`src/hw/rtl/sv_sup_pkg.sv`:
```
// sv_sup_pkg: shared constants and arithmetic helpers of the sampled-values
// unpack/scale block. No dependencies; imported by the top level and its checker.
`timescale 1ns / 1ps

package sv_sup_pkg;

  // record layout
  localparam int unsigned Channels  = 8;
  localparam int unsigned CodeBits  = 18;
  localparam int unsigned FieldBits = 48;
  localparam int unsigned RecBits   = 3 * FieldBits;

  // frame sizing
  localparam int unsigned MaxAsdu     = 8;
  localparam int unsigned ResultLimit = 8;
  localparam int unsigned FrameMax    = (MaxAsdu < ResultLimit) ? MaxAsdu : ResultLimit;

  // sample counter, wraps at 4000
  localparam logic [11:0] CountMax   = 12'd3999;
  localparam logic [11:0] CountReset = 12'd3999;

  // scaling: code * 500000 / (2^17 - 1)
  localparam int unsigned ProdBits = 36;
  localparam int unsigned ValBits  = 20;
  localparam logic [18:0] ScaleNum = 19'd500000;
  localparam logic [17:0] ScaleDen = 18'h1ffff;

  typedef logic signed [ValBits-1:0] val_t;

  // saturate the configured frame length
  function automatic logic [3:0] frame_len(input logic [3:0] cfg);
    logic [3:0] lim;
    lim = 4'(FrameMax);
    frame_len = (cfg > lim) ? lim : cfg;
  endfunction

  // next sample count, modulo 4000
  function automatic logic [11:0] count_inc(input logic [11:0] cnt);
    count_inc = (cnt == CountMax) ? 12'd0 : cnt + 12'd1;
  endfunction

  // exact floor(p / (2^17 - 1)) by folding the high part twice
  function automatic logic [19:0] div_den(input logic [ProdBits-1:0] p);
    logic [18:0] hi;
    logic [19:0] t;
    logic [17:0] u;
    logic        corr;
    hi   = p[ProdBits-1:17];
    t    = {1'b0, hi} + {3'b0, p[16:0]};
    u    = {15'b0, t[19:17]} + {1'b0, t[16:0]};
    corr = (u >= ScaleDen);
    div_den = {1'b0, hi} + {17'b0, t[19:17]} + {19'b0, corr};
  endfunction

endpackage

```
`src/hw/rtl/sv_sample_unpack_scale.sv`:
```
// sv_sample_unpack_scale: unpacks eight 18-bit ADC codes, scales them and emits
// one sampled-values word per ASDU with a running sample count. Uses sv_sup_pkg.
`timescale 1ns / 1ps

// One input word carries a tick of the sample clock and, when samples_present_i
// is set, an 18-byte ADC record of eight 18-bit two's-complement codes packed
// msb first (raw_bytes_first_i holds the leading bytes). Each code is scaled to
// code*500000/131071 truncated toward zero; the scaled values are held and
// reused on ticks without a record (zero after reset). Every tick then gives
// asdu_count results (saturated at 8, none for 0), one per cycle while
// out_ready_i is high, each with asdu_index_o from 0, sample_count_o running
// modulo 4000 from 0 after reset, the eight held values and last_of_frame_o on
// the final one. The input is registered, products are registered, and the
// result register follows. While a frame drains, up to two more input words
// wait in the input and product registers; after that in_ready_o stays low
// until the last result of the frame is taken (in_ready_o follows out_ready_i
// combinationally through the stage chain). A tick with n ASDUs holds the
// result register until its n results are taken. asdu_count_i is written
// through the cfg port (always ready) and must only change while the block is
// idle.
module sv_sample_unpack_scale
  import sv_sup_pkg::*;
(
  input  logic                 clk_i,
  input  logic                 rst_ni,
  // configuration write
  input  logic                 cfg_valid_i,
  output logic                 cfg_ready_o,
  input  logic [3:0]           asdu_count_i,
  // input words
  input  logic                 in_valid_i,
  output logic                 in_ready_o,
  input  logic                 samples_present_i,
  input  logic [FieldBits-1:0] raw_bytes_first_i,
  input  logic [FieldBits-1:0] raw_bytes_middle_i,
  input  logic [FieldBits-1:0] raw_bytes_last_i,
  // result words
  output logic                 out_valid_o,
  input  logic                 out_ready_i,
  output logic [2:0]           asdu_index_o,
  output logic [11:0]          sample_count_o,
  output logic signed [19:0]   chan_one_o,
  output logic signed [19:0]   chan_two_o,
  output logic signed [19:0]   chan_three_o,
  output logic signed [19:0]   chan_four_o,
  output logic signed [19:0]   chan_five_o,
  output logic signed [19:0]   chan_six_o,
  output logic signed [19:0]   chan_seven_o,
  output logic signed [19:0]   chan_eight_o,
  output logic                 last_of_frame_o
);

  // ---------------------------------------------------------------------------
  // configuration register
  // ---------------------------------------------------------------------------
  logic [3:0] asdu_cfg_q;

  assign cfg_ready_o = 1'b1;

  always_ff @(posedge clk_i or negedge rst_ni) begin
    if (!rst_ni) begin
      asdu_cfg_q <= 4'd1;
    end else if (cfg_valid_i) begin
      asdu_cfg_q <= asdu_count_i;
    end
  end

  // ---------------------------------------------------------------------------
  // handshake chain: stage a (input reg) -> stage b (products) -> result reg
  // ---------------------------------------------------------------------------
  logic               a_valid_q, a_present_q;
  logic [RecBits-1:0] a_rec_q;
  logic               b_valid_q, b_present_q;
  logic [ProdBits-1:0] b_prod_q [Channels];
  logic [Channels-1:0] b_neg_q;

  logic        out_valid_q, out_last_q;
  logic [2:0]  out_idx_q;
  logic [3:0]  frame_n_q;
  logic [11:0] cnt_q;     // last count handed out, also the shown sample count
  val_t        held_q [Channels];

  logic frame_more, slot_free, step_frame, b_take, b_ready, a_move, a_ready;

  // more results of the current tick still to come
  assign frame_more = out_valid_q && !out_last_q;
  assign slot_free  = !out_valid_q || out_ready_i;
  assign step_frame = frame_more && out_ready_i;
  // a new tick enters only once the previous one has shown its last result
  assign b_take     = b_valid_q && slot_free && !frame_more;
  assign b_ready    = !b_valid_q || b_take;
  assign a_move     = a_valid_q && b_ready;
  assign a_ready    = !a_valid_q || a_move;
  assign in_ready_o = a_ready;

  // ---------------------------------------------------------------------------
  // stage a: capture the record
  // ---------------------------------------------------------------------------
  always_ff @(posedge clk_i or negedge rst_ni) begin
    if (!rst_ni) begin
      a_valid_q <= 1'b0;
    end else if (a_ready) begin
      a_valid_q <= in_valid_i;
    end
  end

  always_ff @(posedge clk_i) begin
    if (in_valid_i && a_ready) begin
      a_present_q <= samples_present_i;
      a_rec_q     <= {raw_bytes_first_i, raw_bytes_middle_i, raw_bytes_last_i};
    end
  end

  // ---------------------------------------------------------------------------
  // stage b: per-channel unpack to sign/magnitude and multiply by 500000
  // ---------------------------------------------------------------------------
  logic [CodeBits-1:0] code   [Channels];
  logic [CodeBits-1:0] mag    [Channels];
  logic [ProdBits-1:0] prod_d [Channels];
  logic [Channels-1:0] neg_d;

  always_comb begin
    for (int ch = 0; ch < Channels; ch++) begin
      code[ch]   = a_rec_q[RecBits-1-CodeBits*ch -: CodeBits];
      neg_d[ch]  = code[ch][CodeBits-1];
      // magnitude of the most negative code is 2^17, which still fits unsigned
      mag[ch]    = neg_d[ch] ? (~code[ch] + 18'd1) : code[ch];
      // largest product 2^17 * 500000 stays below 2^36
      prod_d[ch] = {18'b0, mag[ch]} * {17'b0, ScaleNum};
    end
  end

  always_ff @(posedge clk_i or negedge rst_ni) begin
    if (!rst_ni) begin
      b_valid_q <= 1'b0;
    end else if (b_ready) begin
      b_valid_q <= a_valid_q;
    end
  end

  always_ff @(posedge clk_i) begin
    if (a_move) begin
      b_present_q <= a_present_q;
      b_neg_q     <= neg_d;
      for (int ch = 0; ch < Channels; ch++) begin
        b_prod_q[ch] <= prod_d[ch];
      end
    end
  end

  // ---------------------------------------------------------------------------
  // result register: divide, apply sign, update held values, walk the frame
  // ---------------------------------------------------------------------------
  val_t        scaled [Channels];
  logic [19:0] quot   [Channels];
  logic [3:0]  n_new;

  always_comb begin
    for (int ch = 0; ch < Channels; ch++) begin
      quot[ch]   = div_den(b_prod_q[ch]);
      // truncation toward zero: divide the magnitude, then negate
      scaled[ch] = b_neg_q[ch] ? val_t'(-quot[ch]) : val_t'(quot[ch]);
    end
  end

  assign n_new = frame_len(asdu_cfg_q);

  logic        out_valid_d, out_last_d;
  logic [2:0]  out_idx_d;
  logic [3:0]  frame_n_d;
  logic [11:0] cnt_d;
  val_t        held_d [Channels];

  always_comb begin
    out_valid_d = out_valid_q && !out_ready_i;
    out_last_d  = out_last_q;
    out_idx_d   = out_idx_q;
    frame_n_d   = frame_n_q;
    cnt_d       = cnt_q;
    held_d      = held_q;
    if (step_frame) begin
      // next ASDU of the same tick
      out_valid_d = 1'b1;
      out_idx_d   = out_idx_q + 3'd1;
      out_last_d  = ({1'b0, out_idx_q} + 4'd2 == frame_n_q);
      cnt_d       = count_inc(cnt_q);
    end else if (b_take) begin
      if (b_present_q) begin
        held_d = scaled;
      end
      // zero ASDUs: tick consumed, nothing shown, counter kept
      if (n_new != 4'd0) begin
        out_valid_d = 1'b1;
        out_idx_d   = 3'd0;
        out_last_d  = (n_new == 4'd1);
        frame_n_d   = n_new;
        cnt_d       = count_inc(cnt_q);
      end
    end
  end

  always_ff @(posedge clk_i or negedge rst_ni) begin
    if (!rst_ni) begin
      out_valid_q <= 1'b0;
      out_last_q  <= 1'b0;
      out_idx_q   <= 3'd0;
      frame_n_q   <= 4'd0;
      cnt_q       <= CountReset;
      for (int ch = 0; ch < Channels; ch++) begin
        held_q[ch] <= '0;
      end
    end else begin
      out_valid_q <= out_valid_d;
      out_last_q  <= out_last_d;
      out_idx_q   <= out_idx_d;
      frame_n_q   <= frame_n_d;
      cnt_q       <= cnt_d;
      held_q      <= held_d;
    end
  end

  // ---------------------------------------------------------------------------
  // outputs
  // ---------------------------------------------------------------------------
  assign out_valid_o     = out_valid_q;
  assign asdu_index_o    = out_idx_q;
  assign sample_count_o  = cnt_q;
  assign last_of_frame_o = out_last_q;
  assign chan_one_o      = held_q[0];
  assign chan_two_o      = held_q[1];
  assign chan_three_o    = held_q[2];
  assign chan_four_o     = held_q[3];
  assign chan_five_o     = held_q[4];
  assign chan_six_o      = held_q[5];
  assign chan_seven_o    = held_q[6];
  assign chan_eight_o    = held_q[7];

endmodule

```
`config.mk`:
```
export PLATFORM = sky130hd
export DESIGN_NAME = sv_sample_unpack_scale
export DESIGN_NICKNAME = d
export VERILOG_FILES = /design/src/hw/rtl/sv_sup_pkg.sv /design/src/hw/rtl/sv_sample_unpack_scale.sv
export SDC_FILE = /design/constraint.sdc
export NUM_CORES = 2
export LEC_CHECK = 0
export BUFFER_PORTS_ARGS = -buffer_cell sky130_fd_sc_hd__buf_2
export CORE_ASPECT_RATIO = 0.75
export CORE_MARGIN = 5
export CORE_UTILIZATION = 55
export DETAILED_ROUTE_END_ITERATION = 10
export PLACE_DENSITY = 0.75
export SYNTH_ARGS = -nofsm -noshare
export SYNTH_HDL_FRONTEND = slang
export SYNTH_SLANG_ARGS = --single-unit
```
`constraint.sdc`:
```
create_clock -name clk_i -period 6.95 [get_ports clk_i]
set_clock_uncertainty 0.1 [all_clocks]
set_input_delay 0.695 -clock clk_i [delete_from_list [all_inputs] [get_ports clk_i]]
set_output_delay 0.695 -clock clk_i [all_outputs]
set_load 0.01 [all_outputs]
```
==> flow_metrics.tcl <==
set metrics [dict create \
    yosys.area_share.adder_pct 35.8 \
    r2r-start "b_prod_q[1][48]" \
    ys_async_sr_fraction_pct 31.7 \
    crit_path_end_kind "register" \
    maxCapViolations 0 \
    synth_nets 8135 \
    slowest_delay_ps 590 \
    layout-drive-gt1-share_pct 18.4 \
    first_pass_iters 7 \
    port_buffers 331 \
    io_pins 333 \
    setup-violations-final 1 \
    r2r.worst_path.cells 37 \
    grt_usage_pct 24.4 \
    cp_max_fo 5 \
    coreArea_um2 118000 \
    ys_seq_elements 589 \
    worst_slew_pin_slew_ps 1090 \
    hp-class "input port to register" \
    dieArea_um2 126000 \
    r2r_end "chan_six_o[18]" \
    syn_inst 6450 \
    synth-simple-area-share_pct 10.5 \
    post-route-min-period_ps 7000 \
    rsz0062_at_grt "true" \
    wl_per_cell_um 17.8 \
    synth_area_per_cell_um2 10.1 \
    cp.arrival_ps 7430 \
    outcome "finished with violations" \
    grt_pass1_wl_um 252000 \
    place_congestion 0.916 \
    grt_max_degree 146 \
    htreeDepth 3 \
    die_w_um 408 \
    root_buffer "clkbuf_16" \
    crit_path_start "b_prod_q[1][48]" \
    antenna_found_initial 1 \
    fin_hold_ws_ps 87.8 \
    final_nets 8837 \
    placedCellCount 8548 \
    r2r_setup_slack_ps -50 \
    drv_slew 0 \
    cts.path.max_buffers 3 \
    start_util_pct 55.3 \
    num_rows 109 \
    numCtsBuffers 69 \
    drt-total-wl_um 156000 \
    fmax_mhz 143 \
    synthXorXnorAreaFrac_pct 9.45 \
    synth.cell_area_um2 65200 \
    slowest_stage "or4b_4" \
    area_growth_pct 16.6 \
    via_per_inst 5.64 \
    dp_hpwl_um 123000 \
    clkLatencyLatePin_ps 680 \
    synthFlopType "edfxtp_1" \
    drc 0 \
    die_height_um 308 \
    drtIter0Drc 3246 \
    slew_headroom_pct 27.4 \
    critPathCapture "chan_six_o[18]" \
    violations "setup timing" \
    worstSetupPathType "register to register" \
    cts_tree "done" \
    finalHoldViolCount 0 \
    clkTransAtPathRegs_ps 60 \
    fin_ws_ps -52.0 \
    pre_cts_ws_ps -489 \
    tns_ps -52.0 \
    dr_total_vias 49500 \
    yosysWarnings 0 \
    clkSinkCount 589 \
    synth_cell_types 107 \
    period_share_pct 101 \
    synth_compound_area_share_pct 12.3 \
    overflow 0 \
    synth-edff-count 402 \
    start_kind "register" \
    synth_top_family_by_area "adder cells" \
    ys_seq_area_share_pct 25.7 \
    cp.required_ps 7380 \
    stdcell_count 8764 \
    cpMostUsedCell "buf_4" \
    antenna_left 0 \
    grt_pass1_vias 49600 \
    muxShareOfSynthArea_pct 0.762 \
]
[registers in the layout (all words and copies together), names as in the netlist]
name and flops:
b_prod_q 248, a_rec_q 144, chan_eight_o 20, chan_five_o 20
chan_four_o 20, chan_one_o 20, chan_seven_o 20, chan_six_o 20
chan_three_o 20, chan_two_o 20, sample_count_o 12, b_neg_q 8
asdu_cfg_q 4, frame_n_q 4, asdu_index_o 3, a_present_q 1
a_valid_q 1, b_present_q 1, b_valid_q 1, last_of_frame_o 1
out_valid_o 1
[metal layers]
metal	track usage (%)	vias to the layer above	wire, um
li1	-	23900	-
met1	34.7	24200	72400
met2	39.1	1202	70800
met3	4.00	236	8200
met4	6.54	2	4550
met5	0	-	13
[synth_stat cells, types with 26 or more instances]
master    number  area share (%)
a211oi_1      44            0.51
a21o_1       139             1.6
a21oi_1      269             2.1
a31oi_1       26            0.25
and2_1        35            0.34
and3_1        56            0.54
clkbuf_1     101            0.58
dfrtp_1      176             6.8
edfxtp_1     402              19
fa_1         552              17
ha_1         979              19
inv_1        793             4.6
mux2i_1       26            0.40
nand2_1      480             2.8
nand2b_1      61            0.59
nand3_1      130             1.0
nand4_1       54            0.52
nor2_1       228             1.3
nor2b_1       48            0.46
nor3_1       106            0.81
nor4_1        34            0.33
o211ai_1      29            0.33
o21a_1        52            0.60
o21ai_0      361             2.8
o21ai_1       33            0.25
o21bai_1      37            0.43
o31ai_1       60            0.69
or3_1         50            0.48
or4_1         26            0.30
xnor2_1      503             6.8
xor2_1       200             2.7
[critical path, delay by kind of cell (launching register included)]
kind / cells / cell delay [ps]
buffers and inverters: 15 / 1760
and+or+nand+nor: 8 / 1740
adders and majority gates: 4 / 1310
AOI/OAI and AO/OA: 8 / 1200
xor gates and xnor gates: 2 / 400
DFF: 1 / 350
[area by class of cell]
cell class,count,area [um^2]
multi-input cells,4933,47000
fillers,9181,41800
flip-flops and latches,589,16800
repair buffers,764,4980
inverters,795,2980
clock buffers,99,2090
well taps,1554,1940
clock inverters,29,280
diodes,1,2.50
[stage by stage]
stage	instance area, um^2	util (%)
global placement	70900	60.2
global route	76000	64.5
finish	76000	64.5
detailed placement	70900	60.2
CTS	73700	62.5
floorplan	65200	-
[logic make-up after synthesis]
family	count (synthesis)
AOI/OAI and AO/OA	1253
adders and majority gates	1534
muxes	47
buffers and inverters	928
and+or+nand+nor	1395
xor gates and xnor gates	703
other	1
DFF	589
[worst min-delay path by stage]
stage                     slack (ps)     endpoint                   start  cells after the start
after floorplan                  300    a_valid_q                  rst_ni                      0
after global placement           330  b_present_q             a_present_q                      0
after detailed placement         330  b_present_q             a_present_q                      0
after CTS                         30  a_rec_q[73]  raw_bytes_middle_i[25]                      1
after global routing              30   a_rec_q[3]     raw_bytes_last_i[3]                      1
final                             90  a_rec_q[15]    raw_bytes_last_i[15]                      1
[layout by cell type (no fill, tap or decap), types with 59 or more instances in the layout]
cell type  synthesis  routed
xnor2_1          503     459
nand2b_1          61      59
inv_1            793     781
nor2_1           228     225
edfxtp_1         402     402
nor3_1           106      79
buf_4              5     421
a21oi_1          269     235
ha_1             979     954
clkbuf_16          0      76
nand2_1          480     471
nand3_1          130     122
dfrtp_1          176     176
a21o_1           139     139
fa_1             552     526
buf_2             17     330
xor2_1           200     191
o21ai_0          361     309
[timing repair]
item,4_1_cts,5_1_grt
setup buffers,24,66
gates resized for setup,57,411
hold buffers,1,0
pin swaps,27,161
endpoints found under the setup margin,51,154
endpoints found under the hold margin,64,0
Power is left out: the tool's default activity adds up to more than one toggle a clock period on the data nets, which glitch-free logic cannot reach.
